[config.mk]
export PLATFORM = sky130hd
export DESIGN_NAME = lexicographic_permutation_generator_unit_flat
export DESIGN_NICKNAME = d
export VERILOG_FILES = /design/src/lpg_pkg.sv /design/src/lpg_in_if.sv /design/src/lpg_out_if.sv /design/src/lexicographic_permutation_generator_unit.sv /design/src/flat_wrapper.sv
export SDC_FILE = /design/constraint.sdc
export NUM_CORES = 1
export LEC_CHECK = 0
export ABC_AREA = 1
export BUFFER_PORTS_ARGS = -buffer_cell sky130_fd_sc_hd__buf_2
export CAP_MARGIN = 0
export CORE_MARGIN = 10
export CORE_UTILIZATION = 27
export CTS_BUF_LIST = sky130_fd_sc_hd__clkbuf_8
export DETAILED_ROUTE_END_ITERATION = 8
export SETUP_SLACK_MARGIN = 0.3
export SYNTH_ARGS = -nofsm -noshare
export SYNTH_HDL_FRONTEND = slang
export SYNTH_SLANG_ARGS = --single-unit
[constraint.sdc]
create_clock -name i_clk -period 3.55 [get_ports i_clk]
set_input_delay 0.355 -clock i_clk [delete_from_list [all_inputs] [get_ports i_clk]]
set_output_delay 0.355 -clock i_clk [all_outputs]
set_load 0.005 [all_outputs]
[src/lpg_pkg.sv]
`default_nettype none

package lpg_pkg;

    localparam int STORE_DEPTH = 16;
    localparam int POS_W       = 4;
    localparam int CHAR_W      = 8;
    localparam int STATUS_W    = 2;

    localparam logic OP_LOAD = 1'b0;
    localparam logic OP_NEXT = 1'b1;

    typedef enum logic [STATUS_W-1:0] {
        ST_CHAR  = 2'd0,
        ST_EMPTY = 2'd1,
        ST_DONE  = 2'd2
    } t_status;

    typedef enum logic [4:0] {
        S_IDLE,
        S_STATUS,
        S_SORT_RD,
        S_SORT_LOAD,
        S_SORT_SCAN,
        S_SORT_WR_A,
        S_SORT_WR_M,
        S_ADV_LOAD,
        S_ADV_SCAN,
        S_FIND_Q,
        S_SWAP_P,
        S_SWAP_Q,
        S_REV_CHK,
        S_REV_LO,
        S_REV_HI,
        S_REV_WR,
        S_EMIT_RD,
        S_EMIT
    } t_state;

endpackage

`default_nettype wire

[src/lpg_in_if.sv]
`default_nettype none

interface lpg_in_if import lpg_pkg::*; ();
    logic              valid;
    logic              ready;
    logic              operation;
    logic [CHAR_W-1:0] char_value;
    logic              start_string;

    modport source (output valid, output operation, output char_value, output start_string,
                    input ready);
    modport sink   (input valid, input operation, input char_value, input start_string,
                    output ready);
endinterface

`default_nettype wire

[src/lpg_out_if.sv]
`default_nettype none

interface lpg_out_if import lpg_pkg::*; ();
    logic                valid;
    logic                ready;
    logic [POS_W-1:0]    position;
    logic [CHAR_W-1:0]   char_out;
    logic                last;
    logic [STATUS_W-1:0] status;

    modport source (output valid, output position, output char_out, output last,
                    output status, input ready);
    modport sink   (input valid, input position, input char_out, input last,
                    input status, output ready);
endinterface

`default_nettype wire

[src/lexicographic_permutation_generator_unit.sv]
// Load: no result. Already exhausted or empty request: a status result via S_STATUS.
// First request on a string: selection sort in the store, then one character per cycle
// while the receiver takes them. Later requests: pivot scan (done status if none), successor
// scan, swap and reversal through the single-port store, then characters at the same rate.
// One item is worked on at a time; the output register lets the next item in early.
// Synchronous active-low reset clears length, run flags, sequencer and output valid only.
`default_nettype none

module lexicographic_permutation_generator_unit import lpg_pkg::*; #(
    parameter int MAX_LEN = 16
) (
    input  wire logic  i_clk,
    input  wire logic  i_rst_n,
    lpg_in_if.sink     i_in,
    lpg_out_if.source  o_out
);

    localparam int CAP    = (MAX_LEN < STORE_DEPTH) ? MAX_LEN : STORE_DEPTH;
    localparam int ADDR_W = (CAP > 1) ? $clog2(CAP) : 1;
    localparam int LEN_W  = $clog2(CAP + 1);
    localparam logic [LEN_W-1:0] CAP_L = LEN_W'(CAP);

    logic [CHAR_W-1:0] r_store [CAP];
    logic [CHAR_W-1:0] r_rdata;

    t_state            r_state, n_state;
    logic [LEN_W-1:0]  r_len, n_len;
    logic              r_first, n_first;
    logic              r_fin, n_fin;
    logic [ADDR_W-1:0] r_i, n_i;
    logic [ADDR_W-1:0] r_j, n_j;
    logic [ADDR_W-1:0] r_mi, n_mi;
    logic [CHAR_W-1:0] r_v0, n_v0;
    logic [CHAR_W-1:0] r_v1, n_v1;
    t_status           r_code, n_code;

    logic                r_ov;
    logic [POS_W-1:0]    r_pos;
    logic [CHAR_W-1:0]   r_char;
    logic                r_last;
    logic [STATUS_W-1:0] r_status;

    logic                rd_en, wr_en;
    logic [ADDR_W-1:0]   rd_addr, wr_addr;
    logic [CHAR_W-1:0]   wr_data;
    logic                out_load;
    logic [POS_W-1:0]    out_pos;
    logic [CHAR_W-1:0]   out_char;
    logic                out_last;
    logic [STATUS_W-1:0] out_status;

    logic              in_fire;
    logic              out_free;
    logic [LEN_W-1:0]  load_base;
    logic              load_fits;
    logic [LEN_W-1:0]  len_m1;
    logic [ADDR_W-1:0] last_idx;
    logic [ADDR_W-1:0] i_inc, i_dec, j_inc, j_dec;

    assign in_fire   = i_in.valid && i_in.ready;
    assign out_free  = !r_ov || o_out.ready;
    assign load_base = i_in.start_string ? '0 : r_len;
    assign load_fits = load_base < CAP_L;
    assign len_m1    = r_len - LEN_W'(1);
    assign last_idx  = len_m1[ADDR_W-1:0];
    assign i_inc     = r_i + ADDR_W'(1);
    assign i_dec     = r_i - ADDR_W'(1);
    assign j_inc     = r_j + ADDR_W'(1);
    assign j_dec     = r_j - ADDR_W'(1);

    // next state and working registers
    always_comb begin
        n_state = r_state;
        n_len   = r_len;
        n_first = r_first;
        n_fin   = r_fin;
        n_i     = r_i;
        n_j     = r_j;
        n_mi    = r_mi;
        n_v0    = r_v0;
        n_v1    = r_v1;
        n_code  = r_code;
        case (r_state)
            S_IDLE: begin
                if (in_fire) begin
                    if (i_in.operation == OP_LOAD) begin
                        n_len   = load_fits ? (load_base + LEN_W'(1)) : load_base;
                        n_first = 1'b0;
                        n_fin   = 1'b0;
                    end else if (r_len == '0) begin
                        n_code  = ST_EMPTY;
                        n_state = S_STATUS;
                    end else if (!r_first) begin
                        n_first = 1'b1;
                        n_i     = '0;
                        n_state = (r_len == LEN_W'(1)) ? S_EMIT : S_SORT_LOAD;
                    end else if (r_fin || r_len == LEN_W'(1)) begin
                        n_fin   = 1'b1;
                        n_code  = ST_DONE;
                        n_state = S_STATUS;
                    end else begin
                        n_state = S_ADV_LOAD;
                    end
                end
            end
            S_STATUS: begin
                if (out_free) begin
                    n_state = S_IDLE;
                end
            end
            S_SORT_RD: begin
                n_state = S_SORT_LOAD;
            end
            S_SORT_LOAD: begin
                n_v0    = r_rdata;
                n_v1    = r_rdata;
                n_mi    = r_i;
                n_j     = i_inc;
                n_state = S_SORT_SCAN;
            end
            S_SORT_SCAN: begin
                if (r_rdata < r_v1) begin
                    n_v1 = r_rdata;
                    n_mi = r_j;
                end
                if (r_j == last_idx) begin
                    n_state = S_SORT_WR_A;
                end else begin
                    n_j = j_inc;
                end
            end
            S_SORT_WR_A: begin
                n_state = S_SORT_WR_M;
            end
            S_SORT_WR_M: begin
                if (i_inc == last_idx) begin
                    n_i     = '0;
                    n_state = S_EMIT_RD;
                end else begin
                    n_i     = i_inc;
                    n_state = S_SORT_RD;
                end
            end
            S_ADV_LOAD: begin
                n_v0    = r_rdata;
                n_i     = last_idx - ADDR_W'(1);
                n_state = S_ADV_SCAN;
            end
            S_ADV_SCAN: begin
                if (r_rdata < r_v0) begin
                    n_v0    = r_rdata;
                    n_j     = last_idx;
                    n_state = S_FIND_Q;
                end else if (r_i == '0) begin
                    n_fin   = 1'b1;
                    n_code  = ST_DONE;
                    n_state = S_STATUS;
                end else begin
                    n_v0 = r_rdata;
                    n_i  = i_dec;
                end
            end
            S_FIND_Q: begin
                if (r_rdata > r_v0) begin
                    n_v1    = r_rdata;
                    n_state = S_SWAP_P;
                end else begin
                    n_j = j_dec;
                end
            end
            S_SWAP_P: begin
                n_state = S_SWAP_Q;
            end
            S_SWAP_Q: begin
                n_i     = i_inc;
                n_j     = last_idx;
                n_state = S_REV_CHK;
            end
            S_REV_CHK: begin
                if (r_i < r_j) begin
                    n_state = S_REV_LO;
                end else begin
                    n_i     = '0;
                    n_state = S_EMIT_RD;
                end
            end
            S_REV_LO: begin
                n_v0    = r_rdata;
                n_state = S_REV_HI;
            end
            S_REV_HI: begin
                n_state = S_REV_WR;
            end
            S_REV_WR: begin
                n_i     = i_inc;
                n_j     = j_dec;
                n_state = S_REV_CHK;
            end
            S_EMIT_RD: begin
                n_state = S_EMIT;
            end
            S_EMIT: begin
                if (out_free) begin
                    if (r_i == last_idx) begin
                        n_state = S_IDLE;
                    end else begin
                        n_i = i_inc;
                    end
                end
            end
            default: begin
                n_state = S_IDLE;
            end
        endcase
    end

    // store accesses, input ready and result loading
    always_comb begin
        i_in.ready = 1'b0;
        rd_en      = 1'b0;
        rd_addr    = r_i;
        wr_en      = 1'b0;
        wr_addr    = r_i;
        wr_data    = r_v0;
        out_load   = 1'b0;
        out_pos    = '0;
        out_char   = '0;
        out_last   = 1'b1;
        out_status = r_code;
        case (r_state)
            S_IDLE: begin
                i_in.ready = 1'b1;
                if (i_in.valid) begin
                    if (i_in.operation == OP_LOAD) begin
                        wr_en   = load_fits;
                        wr_addr = load_base[ADDR_W-1:0];
                        wr_data = i_in.char_value;
                    end else begin
                        rd_en   = 1'b1;
                        rd_addr = r_first ? last_idx : '0;
                    end
                end
            end
            S_STATUS: begin
                out_load = out_free;
            end
            S_SORT_RD, S_REV_CHK, S_EMIT_RD: begin
                rd_en = 1'b1;
            end
            S_SORT_LOAD: begin
                rd_en   = 1'b1;
                rd_addr = i_inc;
            end
            S_SORT_SCAN: begin
                rd_en   = (r_j != last_idx);
                rd_addr = j_inc;
            end
            S_SORT_WR_A: begin
                wr_en   = 1'b1;
                wr_data = r_v1;
            end
            S_SORT_WR_M: begin
                wr_en   = 1'b1;
                wr_addr = r_mi;
            end
            S_ADV_LOAD: begin
                rd_en   = 1'b1;
                rd_addr = last_idx - ADDR_W'(1);
            end
            S_ADV_SCAN: begin
                rd_en   = 1'b1;
                rd_addr = (r_rdata < r_v0) ? last_idx : i_dec;
            end
            S_FIND_Q: begin
                rd_en   = 1'b1;
                rd_addr = j_dec;
            end
            S_SWAP_P: begin
                wr_en   = 1'b1;
                wr_data = r_v1;
            end
            S_SWAP_Q, S_REV_WR: begin
                wr_en   = 1'b1;
                wr_addr = r_j;
            end
            S_REV_LO: begin
                rd_en   = 1'b1;
                rd_addr = r_j;
            end
            S_REV_HI: begin
                wr_en   = 1'b1;
                wr_data = r_rdata;
            end
            S_EMIT: begin
                out_load   = out_free;
                out_pos    = POS_W'(r_i);
                out_char   = r_rdata;
                out_last   = (r_i == last_idx);
                out_status = ST_CHAR;
                rd_en      = out_free && (r_i != last_idx);
                rd_addr    = i_inc;
            end
            default: begin
                i_in.ready = 1'b0;
            end
        endcase
    end

    always_ff @(posedge i_clk) begin
        if (wr_en) begin
            r_store[wr_addr] <= wr_data;
        end
        if (rd_en) begin
            r_rdata <= r_store[rd_addr];
        end
    end

    always_ff @(posedge i_clk) begin
        if (!i_rst_n) begin
            r_state <= S_IDLE;
            r_len   <= '0;
            r_first <= 1'b0;
            r_fin   <= 1'b0;
        end else begin
            r_state <= n_state;
            r_len   <= n_len;
            r_first <= n_first;
            r_fin   <= n_fin;
        end
    end

    always_ff @(posedge i_clk) begin
        r_i    <= n_i;
        r_j    <= n_j;
        r_mi   <= n_mi;
        r_v0   <= n_v0;
        r_v1   <= n_v1;
        r_code <= n_code;
    end

    // result register: a new result may replace one being transferred
    always_ff @(posedge i_clk) begin
        if (!i_rst_n) begin
            r_ov <= 1'b0;
        end else if (out_load) begin
            r_ov <= 1'b1;
        end else if (o_out.ready) begin
            r_ov <= 1'b0;
        end
    end

    always_ff @(posedge i_clk) begin
        if (out_load) begin
            r_pos    <= out_pos;
            r_char   <= out_char;
            r_last   <= out_last;
            r_status <= out_status;
        end
    end

    assign o_out.valid    = r_ov;
    assign o_out.position = r_pos;
    assign o_out.char_out = r_char;
    assign o_out.last     = r_last;
    assign o_out.status   = r_status;

endmodule

`default_nettype wire

[src/flat_wrapper.sv]
// flat-port wrapper written by rule: the top's interface ports become plain ports
module lexicographic_permutation_generator_unit_flat import lpg_pkg::*;
#(
    parameter int MAX_LEN = 16
)
  (i_clk, i_rst_n, i_in_valid, i_in_operation, i_in_char_value, i_in_start_string, i_in_ready, o_out_valid, o_out_position, o_out_char_out, o_out_last, o_out_status, o_out_ready);
  lpg_in_if i_in_i ();
  lpg_out_if o_out_i ();
  input  wire logic i_clk;
  input  wire logic i_rst_n;
  input wire logic [$bits(i_in_i.valid)-1:0] i_in_valid;
  input wire logic [$bits(i_in_i.operation)-1:0] i_in_operation;
  input wire logic [$bits(i_in_i.char_value)-1:0] i_in_char_value;
  input wire logic [$bits(i_in_i.start_string)-1:0] i_in_start_string;
  output wire logic [$bits(i_in_i.ready)-1:0] i_in_ready;
  output wire logic [$bits(o_out_i.valid)-1:0] o_out_valid;
  output wire logic [$bits(o_out_i.position)-1:0] o_out_position;
  output wire logic [$bits(o_out_i.char_out)-1:0] o_out_char_out;
  output wire logic [$bits(o_out_i.last)-1:0] o_out_last;
  output wire logic [$bits(o_out_i.status)-1:0] o_out_status;
  input wire logic [$bits(o_out_i.ready)-1:0] o_out_ready;
  assign i_in_i.valid = i_in_valid;
  assign i_in_i.operation = i_in_operation;
  assign i_in_i.char_value = i_in_char_value;
  assign i_in_i.start_string = i_in_start_string;
  assign i_in_ready = i_in_i.ready;
  assign o_out_valid = o_out_i.valid;
  assign o_out_position = o_out_i.position;
  assign o_out_char_out = o_out_i.char_out;
  assign o_out_last = o_out_i.last;
  assign o_out_status = o_out_i.status;
  assign o_out_i.ready = o_out_ready;
  lexicographic_permutation_generator_unit #(.MAX_LEN(MAX_LEN)) u_core (.i_clk(i_clk), .i_rst_n(i_rst_n), .i_in(i_in_i), .o_out(o_out_i));
endmodule
Word level (Yosys, flattened, before mapping)
Memory sizes are Yosys's and may differ from the RTL's. A register that Yosys moved wholly into a read port is not among the register bits.
Index checks and enable logic that the tools add are counted.
{ "classes": {"order_cmp": 5, "bitwise": 1, "n_eq_ne": 49, "n_reduce_logical": 32, "mux": 82, "addsub": 7} }
{ "op_table": {"columns": ["op", "n"], "rows": [
  ["case mux 5 bit (17 select lines)", 1],
  ["two-way mux 4 bit", 20],
  ["two-way mux 5 bit", 16],
  ["case mux 4 bit (7 select lines)", 2],
  ["two-way mux 8 bit", 6],
  ["case mux 8 bit (3 select lines)", 2],
  ["== test 5 x 4 -> 1 bit, second input constant", 8],
  ["case mux 4 bit (6 select lines)", 1],
  ["== test 5 x 3 -> 1 bit, second input constant", 4],
  ["inequality test 2 bit, second input constant", 10],
  ["two-way mux 1 bit", 19],
  ["inequality test 2 x 1 -> 1 bit, second input constant", 9],
  ["less-than comparator 8 bit", 2],
  ["case mux 8 bit (2 select lines)", 1],
  ["subtractor 4 x 1 -> 4 bit, second input constant", 4],
  ["two-way mux 2 bit", 7],
  ["AND reduction 7 bit", 2],
  ["== test 4 bit", 3],
  ["case mux 4 bit (3 select lines)", 1],
  ["== test 5 x 1 -> 1 bit, second input constant", 2],
  ["== test 5 x 2 -> 1 bit, second input constant", 2],
  ["== test 5 bit, second input constant", 2],
  ["zero test 5 bit", 2],
  ["AND reduction 10 bit", 1],
  ["31 further kinds", 49]
]} }
{ "word_totals": {"output_inout_bits": 17, "regBits": 58, "mem_bits_rw": 128, "n_memories": 1, "input_bits": 14} }
{ "memory_table": {"columns": ["memory", "words", "word_bits", "rd", "rd_ports_with_merged_regs", "write_ports", "line", "rtl"], "rows": [
  ["u_core.r_store", 16, 8, 1, 1, 1, "lexicographic_permutation_generator_unit.sv:23", "logic [CHAR_W-1:0] r_store [CAP];"]
]} }

Depth between registers and ports, before layout
Gate-level depths: netlist (run 1).
{ "logic_depth": {"ltp_word": 8, "mapped_depth": 20, "mapped_depth_nobuf": 19} }

Least setup slack after synthesis (run 1)
No wires, ideal clock.
{ "synth_path": {"path_type": "register to register", "start": "register u_core.r_state[2]", "end": "memory u_core.r_store[0][0], data pin", "setup_slack_ps": 926, "synth_period_minus_slack_ps": 2624, "stages_incl_launch_ff": 9, "arrival_ps": 2293, "path_cell_list": "dfxtp_1 -> inv_1 -> nand2_2 -> nor2_1 -> nor2_1 -> inv_1 -> nor3_1 -> a21oi_1 -> o21ai_0"} }
{ "synth_between": {"elab_chain_cells": 3} }
{ "synth_lines": {"columns": ["item", "line", "rtl"], "rows": [
  ["start, declared", "lexicographic_permutation_generator_unit.sv:26", "t_state r_state, n_state;"],
  ["start signal, assigned", "lexicographic_permutation_generator_unit.sv:325", "r_state <= n_state;"],
  ["== test 5 x 3 -> 1 bit / == test 5 x 4 -> 1 bit (equally long branches)", "lexicographic_permutation_generator_unit.sv:230", "case (r_state)"],
  ["OR reduction 2 bit (no line)", null, null],
  ["case mux 8 bit (3 select lines) *", "lexicographic_permutation_generator_unit.sv:230", null],
  ["named net u_core.wr_data[0]", "lexicographic_permutation_generator_unit.sv:45", "logic [CHAR_W-1:0] wr_data;"],
  ["end, declared", "lexicographic_permutation_generator_unit.sv:23", null]
]} }
The timed path passes the listed nets; every way through them passes the cells marked *.

Worst setup path in the final report (run 1)
{ "layout_path": {"start": "register u_core.r_rdata[5], read port of u_core.r_store", "end": "register u_core.r_rdata[4], read port of u_core.r_store, data pin"} }
{ "layout_between": {"elab_chain_cells": 3} }
{ "layout_lines": {"columns": ["item", "line", "rtl"], "rows": [
  ["start, declared", "lexicographic_permutation_generator_unit.sv:24", "logic [CHAR_W-1:0] r_rdata;"],
  ["less-than comparator 8 bit", "lexicographic_permutation_generator_unit.sv:272", "rd_addr = (r_rdata < r_v0) ? last_idx : i_dec;"],
  ["two-way mux 4 bit", "lexicographic_permutation_generator_unit.sv:272", null],
  ["case mux 4 bit (7 select lines)", "lexicographic_permutation_generator_unit.sv:230", null]
]} }
No other way between the ends.
A chain may end at the register's enable or synchronous reset.

==> key figures, run 1 <==
Clocking
  – Hold_buf cts: 0
  – Bufs on Longest Clock Path: 2
  – Post-CTS resize count: 0
  – Clock Latency Late Sink: 0.48 ns
  – Clk pin slew, worst setup/hold paths: 0.12 ns
  – Post-CTS setup buffer count: 0
  – Sink Count: 194
  – TritonCTS clock tree: done
  – Num CTS Buffers: 17
  – H-tree Lvls: 4
  – Root Driver: clkbuf_8

Final layout
  – Synth-to-layout area growth: 12.8%
  – Fin nets: 1230
  – Post-route cell area: 11700 um^2
  – Share of cells above drive strength 1: 11.1%
  – Layout fillers: 3928
  – Final Util: 31.0%
  – Cell Count, Final, Fillers Out: 1712
  – Antenna Cells: 0

Timing
  – Post-route setup TNS: 0 ns
  – Maximum clock rate: 334 MHz
  – Endpoints failing hold: 0
  – Post-route minimum period: 2.99 ns
  – Slew margin rel.: 29.9%
  – Least-Margin Pin Slew: 1.05 ns
  – Worst Skew: 0.0232 ns
  – Final period util: 84.2%
  – Min Hold Slack: 0.188 ns
  – RSZ-0062 raised after global routing: false
  – Max-slew violations: 0
  – Final setup fails: 0

Floorplanning
  – DIE HEIGHT: 216 um
  – Core box area: 37800 um^2
  – Die Wd: 216 um
  – # rows: 71
  – Die Area: 46600 um^2
  – # IOs: 31
  – Initial cell density of the core: 27.4%

Placed design
  – GPL Wtd Cong: 0.931
  – Post-DP Area: 11300 um^2
  – Post-DP HPWL: 21200 um
  – IO buf count: 30
  – Placed insts: 1680

Critical path
  – CP max FO: 9
  – FF-to-FF setup slack: 0.56 ns
  – RR Endpoint: u_core.r_rdata[4]$_DFFE_PP_
  – CP max stage delay: 0.54 ns
  – Worst Path Arrival: 3.24 ns
  – CP Capture Type: flop
  – Worst R2R Start: u_core.r_rdata[5]$_DFFE_PP_
  – CP bufs+invs: 2
  – CP Cell Sequence: ha_1 > a21oi_1 > nor2_1 > nor2_1 > nand3_2 > inv_1 > a21oi_1 > a21oi_4 > buf_4 > nand3_1 > nand3_1 > nand2_1
  – Cells on worst reg2reg path: 12
  – Worst Path Required: 3.80 ns
  – WS Path Type: reg2reg
  – Critical Path Start Type: flop
  – CP max-delay cell: edfxtp_1
  – Critical path's top delay family: simple AND/OR/NAND/NOR gates

Synthesis
  – YS warnings: 0
  – Netlist cell types: 46
  – Syn Nets: 1179
  – Dominant cell type by area after synthesis: edfxtp_1
  – Synth async-reset ratio: 0%
  – Most used DFF post-synth: edfxtp_1
  – Post-synth EDFFs: 181
  – Area share of the largest cell type after synthesis: 52.5%
  – Synth Cell Area: 10400 um^2
  – Sequential share of the synthesized area: 55.0%
  – Synthesis-stage register bit count: 194
  – Post-Synthesis Cells: 1137
  – Syn avg cell area: 9.11 um^2
  – Ranking of synthesized cells by area: edfxtp_1 (52%), nand3_1 (8.6%), nand2_1 (7.4%), inv_1 (6.9%), nor2_1 (3.6%)

Routing
  – # DRC: 0
  – Final ANT Viol Nets: 0
  – WL per Instance: 17.6 um
  – Routed wire length: 30100 um
  – DRT iter0 DRCs: 808
  – Drt via density: 4.86
  – Via count: 8313
  – TritonRoute pass-1 iters: 6

Min path
  – Worst hold path class: in2reg
  – Min-delay src: i_rst_n
  – Endpoint, Worst Hold: u_core.r_len[2]$_SDFFE_PN0P_
  – Hold Crit Depth: 3

Power and ir drop
  – Psw: 4.43 mW
  – Clock share of power: 15.3%
  – P per Cell Area: 808 nW/um^2
  – Comb pwr share: 49.4%
  – Sequential power share: 35.3%
  – Leakage power: 4.86 nW
  – Switching share of power: 46.9%
  – Int Pwr: 5.02 mW
  – Max IR drop VDD: 0.939 mV

Global route
  – GRT Overall Usage: 12.8%
  – Vias in the first global route: 8161
  – Gr ovfl total: 0
  – Largest net degree at the start of global routing: 66
  – Global-route wire length before repair: 46700 um
  – Initial antenna violation count: 1

Outcome
  – Status: finished, final reports clean

Run
  – Count of max-cap constraint violations: 0
metal layers:
layer | part of all wire, % | routed length, um | GRT usage [%] | vias up
met2 | 46 | 13800 | 20.4 | 355
li1 | - | - | - | 3925
met4 | 1.8 | 552 | 3.61 | 0
met5 | 0 | 0 | 0 | -
met3 | 8.8 | 2640 | 3.41 | 46
met1 | 43 | 13000 | 16.6 | 3987
power groups by stage:
| stage | registers (mW) | clock network (mW) | logic [mW] |
|---|---|---|---|
| final | 3.33 | 1.45 | 4.66 |
| after CTS | 3.33 | 1.49 | 4.63 |
| after floorplan | 3.28 | 0 | 3.16 |
| after detailed placement | 3.38 | 0 | 4.61 |
| after global placement | 3.38 | 0 | 4.61 |
| after global routing | 3.35 | 1.57 | 5.15 |
area by class of cell:
type	instances	area [um^2]	area share, %
repair buffers	70	488	4.18
inverters	202	758	6.49
flip-flops and latches	194	5700	48.7
clock inverters	15	163	1.39
multi-input cells	703	3710	31.7
well taps	511	639	5.47
clock buffers	17	234	2.00
cells in the mapped netlist (3+ instances only):
library cell	count
clkinv_1	4
o211ai_1	9
dfxtp_1	13
inv_1	190
nand2_2	5
clkbuf_1	7
nand3b_1	32
nand2_1	203
nor2_2	6
a221oi_1	8
o21a_1	3
o21ai_0	29
o2111ai_1	4
nor4_1	5
inv_2	8
a22oi_1	5
nor2_1	99
a211oi_1	3
nand4_1	8
nand3_1	177
xor2_1	8
edfxtp_1	181
xnor2_1	4
nor3_1	10
nor2_4	3
a21oi_1	27
ha_1	28
buf_2	23
o22ai_1	9
buf_4	6
worst reg2reg max path, stage by stage (launching register included):
cell and delay, ns:
edfxtp_1 0.54, ha_1 0.36, a21oi_1 0.16, nor2_1 0.05, nor2_1 0.19, nand3_2 0.16
inv_1 0.18, a21oi_1 0.13, a21oi_4 0.33, buf_4 0.26, nand3_1 0.14, nand3_1 0.18
nand2_1 0.08
cell families (layout without fill, tap and decap cells):
logic type / count (synthesis) / after routing / synth area share [%]
AND/OR/NAND/NOR: 554 / 554 / 24.7
flip-flops: 194 / 194 / 55.0
AO/OA/AOI/OAI: 109 / 109 / 6.67
adder cells (fa/ha/maj): 28 / 28 / 3.38
XOR/XNOR: 12 / 12 / 1.01
buffers and inverters: 240 / 304 / 9.26
cells in the final DEF (no fill, tap or decap), drive strengths merged:
master    Yosys  layout
a211oi        3       3
a21boi        2       2
a21o          1       1
a21oi        29      29
a221oi        8       8
a22oi         5       5
a31oi         3       3
and3          1       1
buf          31      70
clkbuf        7      17
clkinv        4       8
clkinvlp      0       1
dfxtp        13      13
edfxtp      181     181
ha           28      28
inv         198     208
nand2       208     208
nand3       179     179
nand3b       32      32
nand4         9       9
nor2        109     109
nor3         10      10
nor4          5       5
o2111ai       4       4
o211ai        9       9
o21a          3       3
o21ai        31      31
o221ai        1       1
o22ai         9       9
o31ai         1       1
or2           1       1
xnor2         4       4
xor2          8       8
flip-flops by register name, indices dropped and copies added (netlist names), 2 cells and up:
register / cells
u_core.r_code: 2
u_core.r_i: 4
u_core.r_store: 128
u_core.r_len: 5
u_core.r_mi: 4
u_core.o_out.status: 2
u_core.r_rdata: 8
u_core.r_v1: 8
u_core.r_v0: 8
u_core.r_state: 5
u_core.r_j: 4
u_core.o_out.char_out: 8
u_core.o_out.position: 4
worst max path at each step:
stage / to / depth (start not counted) / start
final: u_core.r_rdata[4]$_DFFE_PP_ / 12 / u_core.r_rdata[5]$_DFFE_PP_
after global routing: u_core.r_i[0]$_DFFE_PP_ / 9 / u_core.r_i[0]$_DFFE_PP_
after CTS: u_core.r_rdata[7]$_DFFE_PP_ / 13 / u_core.r_rdata[5]$_DFFE_PP_
after detailed placement: u_core.r_rdata[7]$_DFFE_PP_ / 13 / u_core.r_rdata[5]$_DFFE_PP_
after global placement: u_core.r_rdata[4]$_DFFE_PP_ / 12 / u_core.r_state[0]$_SDFFE_PN0P_
after floorplan: u_core.r_store[0][0]$_DFFE_PP_ / 8 / u_core.r_state[2]$_SDFFE_PN0P_
through the flow:
| stage | total power [mW] | setup slack, ns |
|---|---|---|
| after floorplan | 6.44 | 0.926 |
| after global placement | 7.99 | 0.589 |
| after CTS | 9.44 | 0.591 |
| final | 9.44 | 0.560 |
| after global routing | 10.1 | 0.364 |
| after detailed placement | 7.99 | 0.604 |
Power figures use the tool's default switching activity.
==> run 2: changes to the inputs <==
clock period = 3 ns   (was 3.55 ns; I/O delays follow)
==> run 2 against run 1 <==
  * Register-to-register slack worse by 0.18 ns
  * Largest cell class unchanged
  * Critical path type unchanged
  * Design area is 5.8% higher
  * Total power is 28% higher
  * Die area stayed put
  * Worst hold slack worse by 0.035 ns
==> key figures, run 2 (synthesis results as in run 1) <==
Floorplanning
  – Die Wd: 216 um (unchanged)
  – # IOs: 31 (unchanged)
  – DIE HEIGHT: 216 um (unchanged)
  – # rows: 71 (unchanged)
  – Die Area: 46600 um^2 (unchanged)
  – Core box area: 37800 um^2 (unchanged)
  – Initial cell density of the core: 27.4% (unchanged)

Critical path
  – WS Path Type: reg2reg
  – Worst Path Arrival: 2.95 ns (-0.29 ns)
  – CP max FO: 16 (+7)
  – FF-to-FF setup slack: 0.38 ns (-0.18 ns)
  – CP Capture Type: flop
  – CP Launch Point: u_core.r_rdata[1]$_DFFE_PP_
  – Worst Path Required: 3.33 ns (-0.47 ns)
  – Crit-path most repeated cell: nand2_1
  – CP Cell Sequence: ha_4 > nand2_1 > nand2_1 > nand2_1 > nand2_1 > nand2_2 > buf_4 > a21oi_2 > nand2_1 > nand4_2 > buf_4 > nand3_1 > nand3_1 > nand3_1 > nand2_1
  – Critical Path Start Type: flop
  – Cells on worst reg2reg path: 15 (+3)
  – Worst R2R Start: u_core.r_rdata[1]$_DFFE_PP_
  – CP max stage delay: 0.49 ns (-0.05 ns)
  – RR Endpoint: u_core.r_rdata[6]$_DFFE_PP_
  – CP max-delay cell: edfxtp_1

Routing
  – TritonRoute pass-1 iters: 5 (-1)
  – Met2 routed WL: 14200 um (+2.4%)
  – # DRC: 0 (unchanged)
  – Via count: 8471 (+1.9%)
  – Final ANT Viol Nets: 0 (unchanged)
  – DR WL met3: 2160 um (-18%)
  – WL per Instance: 17.7 um (+0.52%)
  – WL met1: 14300 um (+9.9%)
  – Highest metal used: met4
  – Routed wire length: 31100 um (+3.6%)
  – Drt via density: 4.80 (-1.1%)
  – DRT iter0 DRCs: 855 (+5.8%)

Clocking
  – Num CTS Buffers: 17 (unchanged)
  – Hold_buf cts: 0 (unchanged)
  – TritonCTS clock tree: done
  – Clock Latency Late Sink: 0.48 ns (about the same)
  – Sink Count: 194 (unchanged)
  – Bufs on Longest Clock Path: 2 (unchanged)
  – Root Driver: clkbuf_8
  – H-tree Lvls: 4 (unchanged)
  – Clk pin slew, worst setup/hold paths: 0.12 ns (about the same)

Timing
  – Post-route minimum period: 2.62 ns (-0.372 ns)
  – Worst Skew: 0.0270 ns (+0.00374 ns)
  – Slew margin rel.: 36.3% (+6.4 points)
  – Max-slew violations: 0 (unchanged)
  – Post-route setup TNS: 0 ns (unchanged)
  – Least-Margin Pin Slew: 0.955 ns (-0.0924 ns)
  – Maximum clock rate: 382 MHz (+14%)
  – Final setup fails: 0 (unchanged)
  – Endpoints failing hold: 0 (unchanged)
  – RSZ-0062 raised after global routing: true
  – Final period util: 87.3% (+3.0 points)

Final layout
  – Reg with most FFs: u_core.r_store
  – Commonest non-fill, non-tap cells in the layout: nand2_1 (191), inv_1 (189), edfxtp_1 (181), nand3_1 (175), nor2_1 (90)
  – Synth-to-layout area growth: 19.4%
  – Share of cells above drive strength 1: 17.9% (+6.8 points)
  – Max reg flops: 128 (unchanged)
  – Commonest non-fill, non-tap cell in the layout: nand2_1
  – Fin nets: 1282 (+4.2%)
  – Final Util: 32.8% (+1.8 points)
  – Antenna Cells: 0 (unchanged)
  – Post-route cell area: 12400 um^2 (+5.8%)

Min path
  – Worst hold path class: in2reg
  – Min-delay src: i_in_valid
  – Hold Crit Depth: 3 (unchanged)
  – Endpoint, Worst Hold: u_core.r_first$_SDFFE_PN0P_

Power and ir drop
  – P per Cell Area: 980 nW/um^2 (+21%)
  – Leakage power: 5.18 nW (+6.4%)
  – Tot Pwr: 12.1 mW (+28%)
  – Max IR drop VDD: 0.551 mV (-41%)

Placed design
  – GPL Wtd Cong: 0.963 (+3.4%)
  – IO buf count: 30 (unchanged)
  – Post-DP Area: 11500 um^2 (+2.2%)
  – Post-DP HPWL: 22300 um (+5.2%)

Global route
  – Gr ovfl total: 0 (unchanged)
  – Initial antenna violation count: 0 (-1)
  – GRT Overall Usage: 13.1% (+0.30 points)
  – Vias in the first global route: 7981 (-2.2%)
  – Global-route wire length before repair: 47700 um (+2.1%)
  – Largest net degree at the start of global routing: 33 (-50%)

Outcome
  – Status: finished, final reports clean

Run
  – Count of max-cap constraint violations: 0 (unchanged)
run 2: cell count changes in the layout (fill, tap and decap cells not counted), sizes merged:
| cell | delta |
|---|---|
| inv | -2 |
| clkinvlp | +1 |
| bufinv | +1 |
| buf | +52 |
run 2: metal layers:
| layer | GRT usage (%) | vias to the layer above |
|---|---|---|
| met5 | 0 | - |
| met3 | 2.77 | 32 |
| li1 | - | 4034 |
| met4 | 3.68 | 0 |
| met1 | 18.3 | 4090 |
| met2 | 19.9 | 315 |
run 2: what timing repair did:
action,4_1_cts,5_1_grt
gates cloned,2,0
gates resized for setup,17,47
setup endpoints to repair,156,219
setup buffers,6,13
pin swaps,4,14
run 2: final cells by class:
class / instances / area [um^2]
tap: 511 / 639
clock buffer: 17 / 234
clock inverter: 15 / 155
inverter: 202 / 763
sequential: 194 / 5700
timing repair buffer: 122 / 958
multi-input combinational: 703 / 3920
fill: 3853 / 25400
run 2: where the power goes:
| group | total [mW] | leakage, nW | internal [mW] | switching (mW) |
|---|---|---|---|---|
| registers | 3.87 | 1.76 | 3.69 | 0.175 |
| logic | 6.57 | 3.22 | 2.27 | 4.30 |
| clock network | 1.69 | 0.200 | 0.683 | 1.01 |
run 2: how the worst max path moves through the flow:
stage,to
4_1_cts,u_core.r_store[12][5]$_DFFE_PP_
6_report,u_core.r_rdata[6]$_DFFE_PP_
5_1_grt,u_core.r_rdata[6]$_DFFE_PP_
2_1_floorplan,u_core.r_store[0][0]$_DFFE_PP_
3_3_place_gp,u_core.r_store[8][6]$_DFFE_PP_
3_5_place_dp,u_core.r_store[8][5]$_DFFE_PP_
run 2: worst max-delay path, delay by kind of cell, from the launching register on:
family	cells	cell delay, ns
adders and majority gates	1	0.32
and+or+nand+nor	11	1.06
AOI/OAI and AO/OA	1	0.19
buffers and inverters	2	0.39
DFF	1	0.49
run 2: through the flow:
| step | instances | worst slack, ns | hold WS [ns] |
|---|---|---|---|
| CTS | 1751 | 0.310 | 0.113 |
| finish | 1764 | 0.382 | 0.152 |
| global route | 1764 | 0.231 | 0.117 |
| floorplan | 1137 | 0.376 | 0.445 |
| global placement | 1711 | 0.170 | 0.474 |
| detailed placement | 1711 | 0.139 | 0.483 |
==> run 3: changes to the inputs <==
ABC_AREA = unset   (was 1)
==> run 3 against run 2 <==
  * The flow now finishes with violations (negative setup slack)
  * Critical endpoint unchanged
  * Critical path type unchanged
  * Setup slack lost 0.47 ns
  * Routed wire length rose by 8.5%
  * Design area up 18%
  * Largest power group unchanged
  * Non-clock buffer count rose by 141
  * Count of clock-buffer cells in the layout stayed put
  * Worst hold slack better by 0.0074 ns
==> key figures, run 3 <==
Outcome
  – Status: finished with violations
  – Failing checks: negative setup slack

Clocking
  – Num CTS Buffers: 17 (unchanged)
  – Bufs on Longest Clock Path: 2 (unchanged)
  – H-tree Lvls: 4 (unchanged)
  – Clk pin slew, worst setup/hold paths: 0.11 ns (about the same)
  – TritonCTS clock tree: done
  – Sink Count: 194 (unchanged)
  – Root Driver: clkbuf_8
  – Clock Latency Late Sink: 0.49 ns (about the same)

Critical path
  – Cells on worst reg2reg path: 10 (-5)
  – Worst Path Required: 3.22 ns (-0.11 ns)
  – CP max stage delay: 0.54 ns (+0.05 ns)
  – CP Cell Sequence: buf_12 > or3b_1 > o22a_1 > o311a_1 > nand2_1 > and4b_4 > buf_4 > a211oi_2 > nor4b_1 > or4_1
  – CP max FO: 10 (-6)
  – WS Path Type: reg2reg
  – CP bufs+invs: 2 (unchanged)
  – Critical path's top delay family: simple AND/OR/NAND/NOR gates
  – FF-to-FF setup slack: -0.09 ns (-0.47 ns)
  – Worst Path Arrival: 3.32 ns (+0.37 ns)
  – Critical Path Start Type: flop
  – CP Capture Type: flop
  – Worst R2R Start: u_core.r_state[0]$_SDFFE_PN0P_
  – CP max-delay cell: or4_1
  – RR Endpoint: u_core.r_rdata[6]$_DFFE_PP_

Power and ir drop
  – Leakage power: 5.33 nW (+3.0%)
  – Max IR drop VDD: 0.540 mV (-1.9%)
  – P per Cell Area: 1030 nW/um^2 (+5.0%)
  – Tot Pwr: 15.0 mW (+24%)

Floorplanning
  – Core box area: 38600 um^2 (+2.1%)
  – # rows: 72 (+1.4%)
  – # IOs: 31 (unchanged)
  – Die Area: 47200 um^2 (+1.3%)
  – Initial cell density of the core: 27.3% (-0.18 points)
  – DIE HEIGHT: 217 um (+0.66%)
  – Die Wd: 217 um (+0.66%)

Timing
  – RSZ-0062 raised after global routing: true
  – Least-Margin Pin Slew: 0.623 ns (-0.332 ns)
  – Final setup margin: -0.0926 ns (-0.475 ns)
  – Post-route setup TNS: -0.469 ns (-0.469 ns)
  – Final setup fails: 8 (+8)
  – Final period util: 103% (+16 points)
  – Max-slew violations: 0 (unchanged)
  – Endpoints failing hold: 0 (unchanged)
  – Slew margin rel.: 58.2% (+22 points)
  – Min Hold Slack: 0.160 ns (+0.00738 ns)
  – Worst Skew: 0.0233 ns (-0.00366 ns)
  – Post-route minimum period: 3.09 ns (+0.475 ns)
  – Maximum clock rate: 323 MHz (-15%)

Routing
  – Via count: 8970 (+5.9%)
  – WL per Instance: 19.6 um (+11%)
  – Drt via density: 5.21 (+8.5%)
  – TritonRoute pass-1 iters: 5 (unchanged)
  – Routed wire length: 33800 um (+8.5%)
  – DRT iter0 DRCs: 754 (-12%)
  – Final ANT Viol Nets: 0 (unchanged)
  – # DRC: 0 (unchanged)

Synthesis
  – Syn Nets: 1016 (-14%)
  – Netlist cell types: 77 (+67%)
  – Synthesis-stage register bit count: 194 (unchanged)
  – Area share of the largest cell type after synthesis: 51.7% (-0.75 points)
  – Synth async-reset ratio: 0% (unchanged)
  – Most instantiated library cell after synthesis: edfxtp_1
  – Syn avg cell area: 10.8 um^2 (+18%)
  – Synth Cell Area: 10500 um^2 (+1.4%)
  – Post-Synthesis Cells: 974 (-14%)
  – Ranking of synthesized cells by area: edfxtp_1 (52%), nand2_1 (3.4%), ha_1 (3.3%), a21oi_1 (3.0%), nor2_1 (2.5%)
  – Sequential share of the synthesized area: 54.2% (-0.79 points)
  – Commonest cells in the netlist: edfxtp_1 (181), nand2_1 (96), nor2_1 (70)
  – Dominant cell type by area after synthesis: edfxtp_1
  – YS warnings: 0 (unchanged)
  – Most used DFF post-synth: edfxtp_1
  – Post-synth EDFFs: 181 (unchanged)

Min path
  – Endpoint, Worst Hold: u_core.r_len[0]$_SDFFE_PN0P_
  – Hold Crit Depth: 2 (-1)
  – Min-delay src: i_rst_n
  – Worst hold path class: in2reg

Final layout
  – Antenna Cells: 0 (unchanged)
  – Post-route cell area: 14600 um^2 (+18%)
  – Max reg flops: 128 (unchanged)
  – Commonest non-fill, non-tap cell in the layout: edfxtp_1
  – Commonest non-fill, non-tap cells in the layout: edfxtp_1 (181), buf_4 (179), nand2_1 (90), a21oi_1 (53), nor2_1 (47)
  – Reg with most FFs: u_core.r_store
  – Share of cells above drive strength 1: 37.0% (+19 points)
  – Layout fillers: 3775 (-2.0%)
  – Fin nets: 1232 (-3.9%)
  – Synth-to-layout area growth: 38.9%

Global route
  – Gr ovfl total: 0 (unchanged)
  – Initial antenna violation count: 0 (unchanged)
  – Global-route wire length before repair: 51300 um (+7.7%)
  – Vias in the first global route: 8648 (+8.4%)
  – Largest net degree at the start of global routing: 33 (unchanged)
  – GRT Overall Usage: 13.8% (+0.78 points)

Placed design
  – Pre-CTS WS: -0.258 ns (-0.397 ns)
  – IO buf count: 30 (unchanged)
  – Post-DP HPWL: 24700 um (+11%)
  – GPL Wtd Cong: 0.944 (-1.9%)
  – Post-DP Area: 12900 um^2 (+12%)

Run
  – Count of max-cap constraint violations: 0 (unchanged)
## run 3: cell count changes after synthesis, moves of 24 or more
cell,before,now
nand3_1,177,19
inv_1,190,37
nand2_1,203,96
a221o_1,0,24
clkbuf_1,7,42
a21oi_1,27,62
nor2_1,99,70
nand3b_1,32,1
## run 3: worst max path at each step
stage	from	endpoint	slack, ns	cells past startpoint
2_1_floorplan	u_core.r_rdata[1]$_DFFE_PP_	u_core.r_rdata[6]$_DFFE_PP_	0.005	11
3_3_place_gp	u_core.r_state[0]$_SDFFE_PN0P_	u_core.r_rdata[5]$_DFFE_PP_	-0.27	11
3_5_place_dp	u_core.r_state[0]$_SDFFE_PN0P_	u_core.r_rdata[4]$_DFFE_PP_	-0.26	11
4_1_cts	u_core.r_v0[1]$_DFFE_PP_	u_core.r_rdata[6]$_DFFE_PP_	-0.09	12
5_1_grt	u_core.r_v0[1]$_DFFE_PP_	u_core.r_rdata[6]$_DFFE_PP_	-0.20	12
6_report	u_core.r_state[0]$_SDFFE_PN0P_	u_core.r_rdata[6]$_DFFE_PP_	-0.09	10
## run 3: final cells by class
class / count / area, um^2 / area share (%)
tap: 518 / 648 / 4.44
inverter: 38 / 145 / 0.994
timing repair buffer: 263 / 2360 / 16.2
clock inverter: 15 / 190 / 1.30
sequential: 194 / 5710 / 39.1
multi-input combinational: 676 / 5310 / 36.4
clock buffer: 17 / 234 / 1.60
## run 3: report_power, final
| part | switching, mW | total (mW) | internal (mW) |
|---|---|---|---|
| logic | 5.09 | 9.25 | 4.17 |
| registers | 0.202 | 3.96 | 3.76 |
| clock network | 1.09 | 1.81 | 0.714 |
## run 3: metal layers
layer / share of wire [%] / track usage, % / vias up
met3: 6.4 / 1.72 / 59
met4: 2.7 / 4.87 / 0
li1: - / - / 4181
met1: 44 / 18.5 / 4393
met2: 47 / 22.7 / 337
met5: 0 / 0 / -
## run 3: timing repair
action                                 4_1_cts  5_1_grt
endpoints found under the hold margin        0        0
hold buffers                                 0        0
gates resized for setup                    106       82
pin swaps                                   36       51
setup endpoints to repair                  292      282
gates cloned                                 1        1
buffers inserted                            21       11
## run 3: logic make-up after synthesis
| family | count (synthesis) | synth area share (%) |
|---|---|---|
| simple gates | 324 | 15.4 |
| compound gates | 290 | 19.8 |
| flops | 194 | 54.2 |
| buf+inv | 104 | 4.21 |
| fa+ha+maj | 28 | 3.33 |
| xor+xnor | 25 | 2.15 |
| mux | 9 | 0.857 |
## run 3: stage by stage
stage | std cells | utilization, %
3_5_place_dp | 1655 | 33.6
2_1_floorplan | 974 | -
4_1_cts | 1709 | 36.4
5_1_grt | 1721 | 37.9
3_3_place_gp | 1655 | 33.6
6_report | 1721 | 37.9
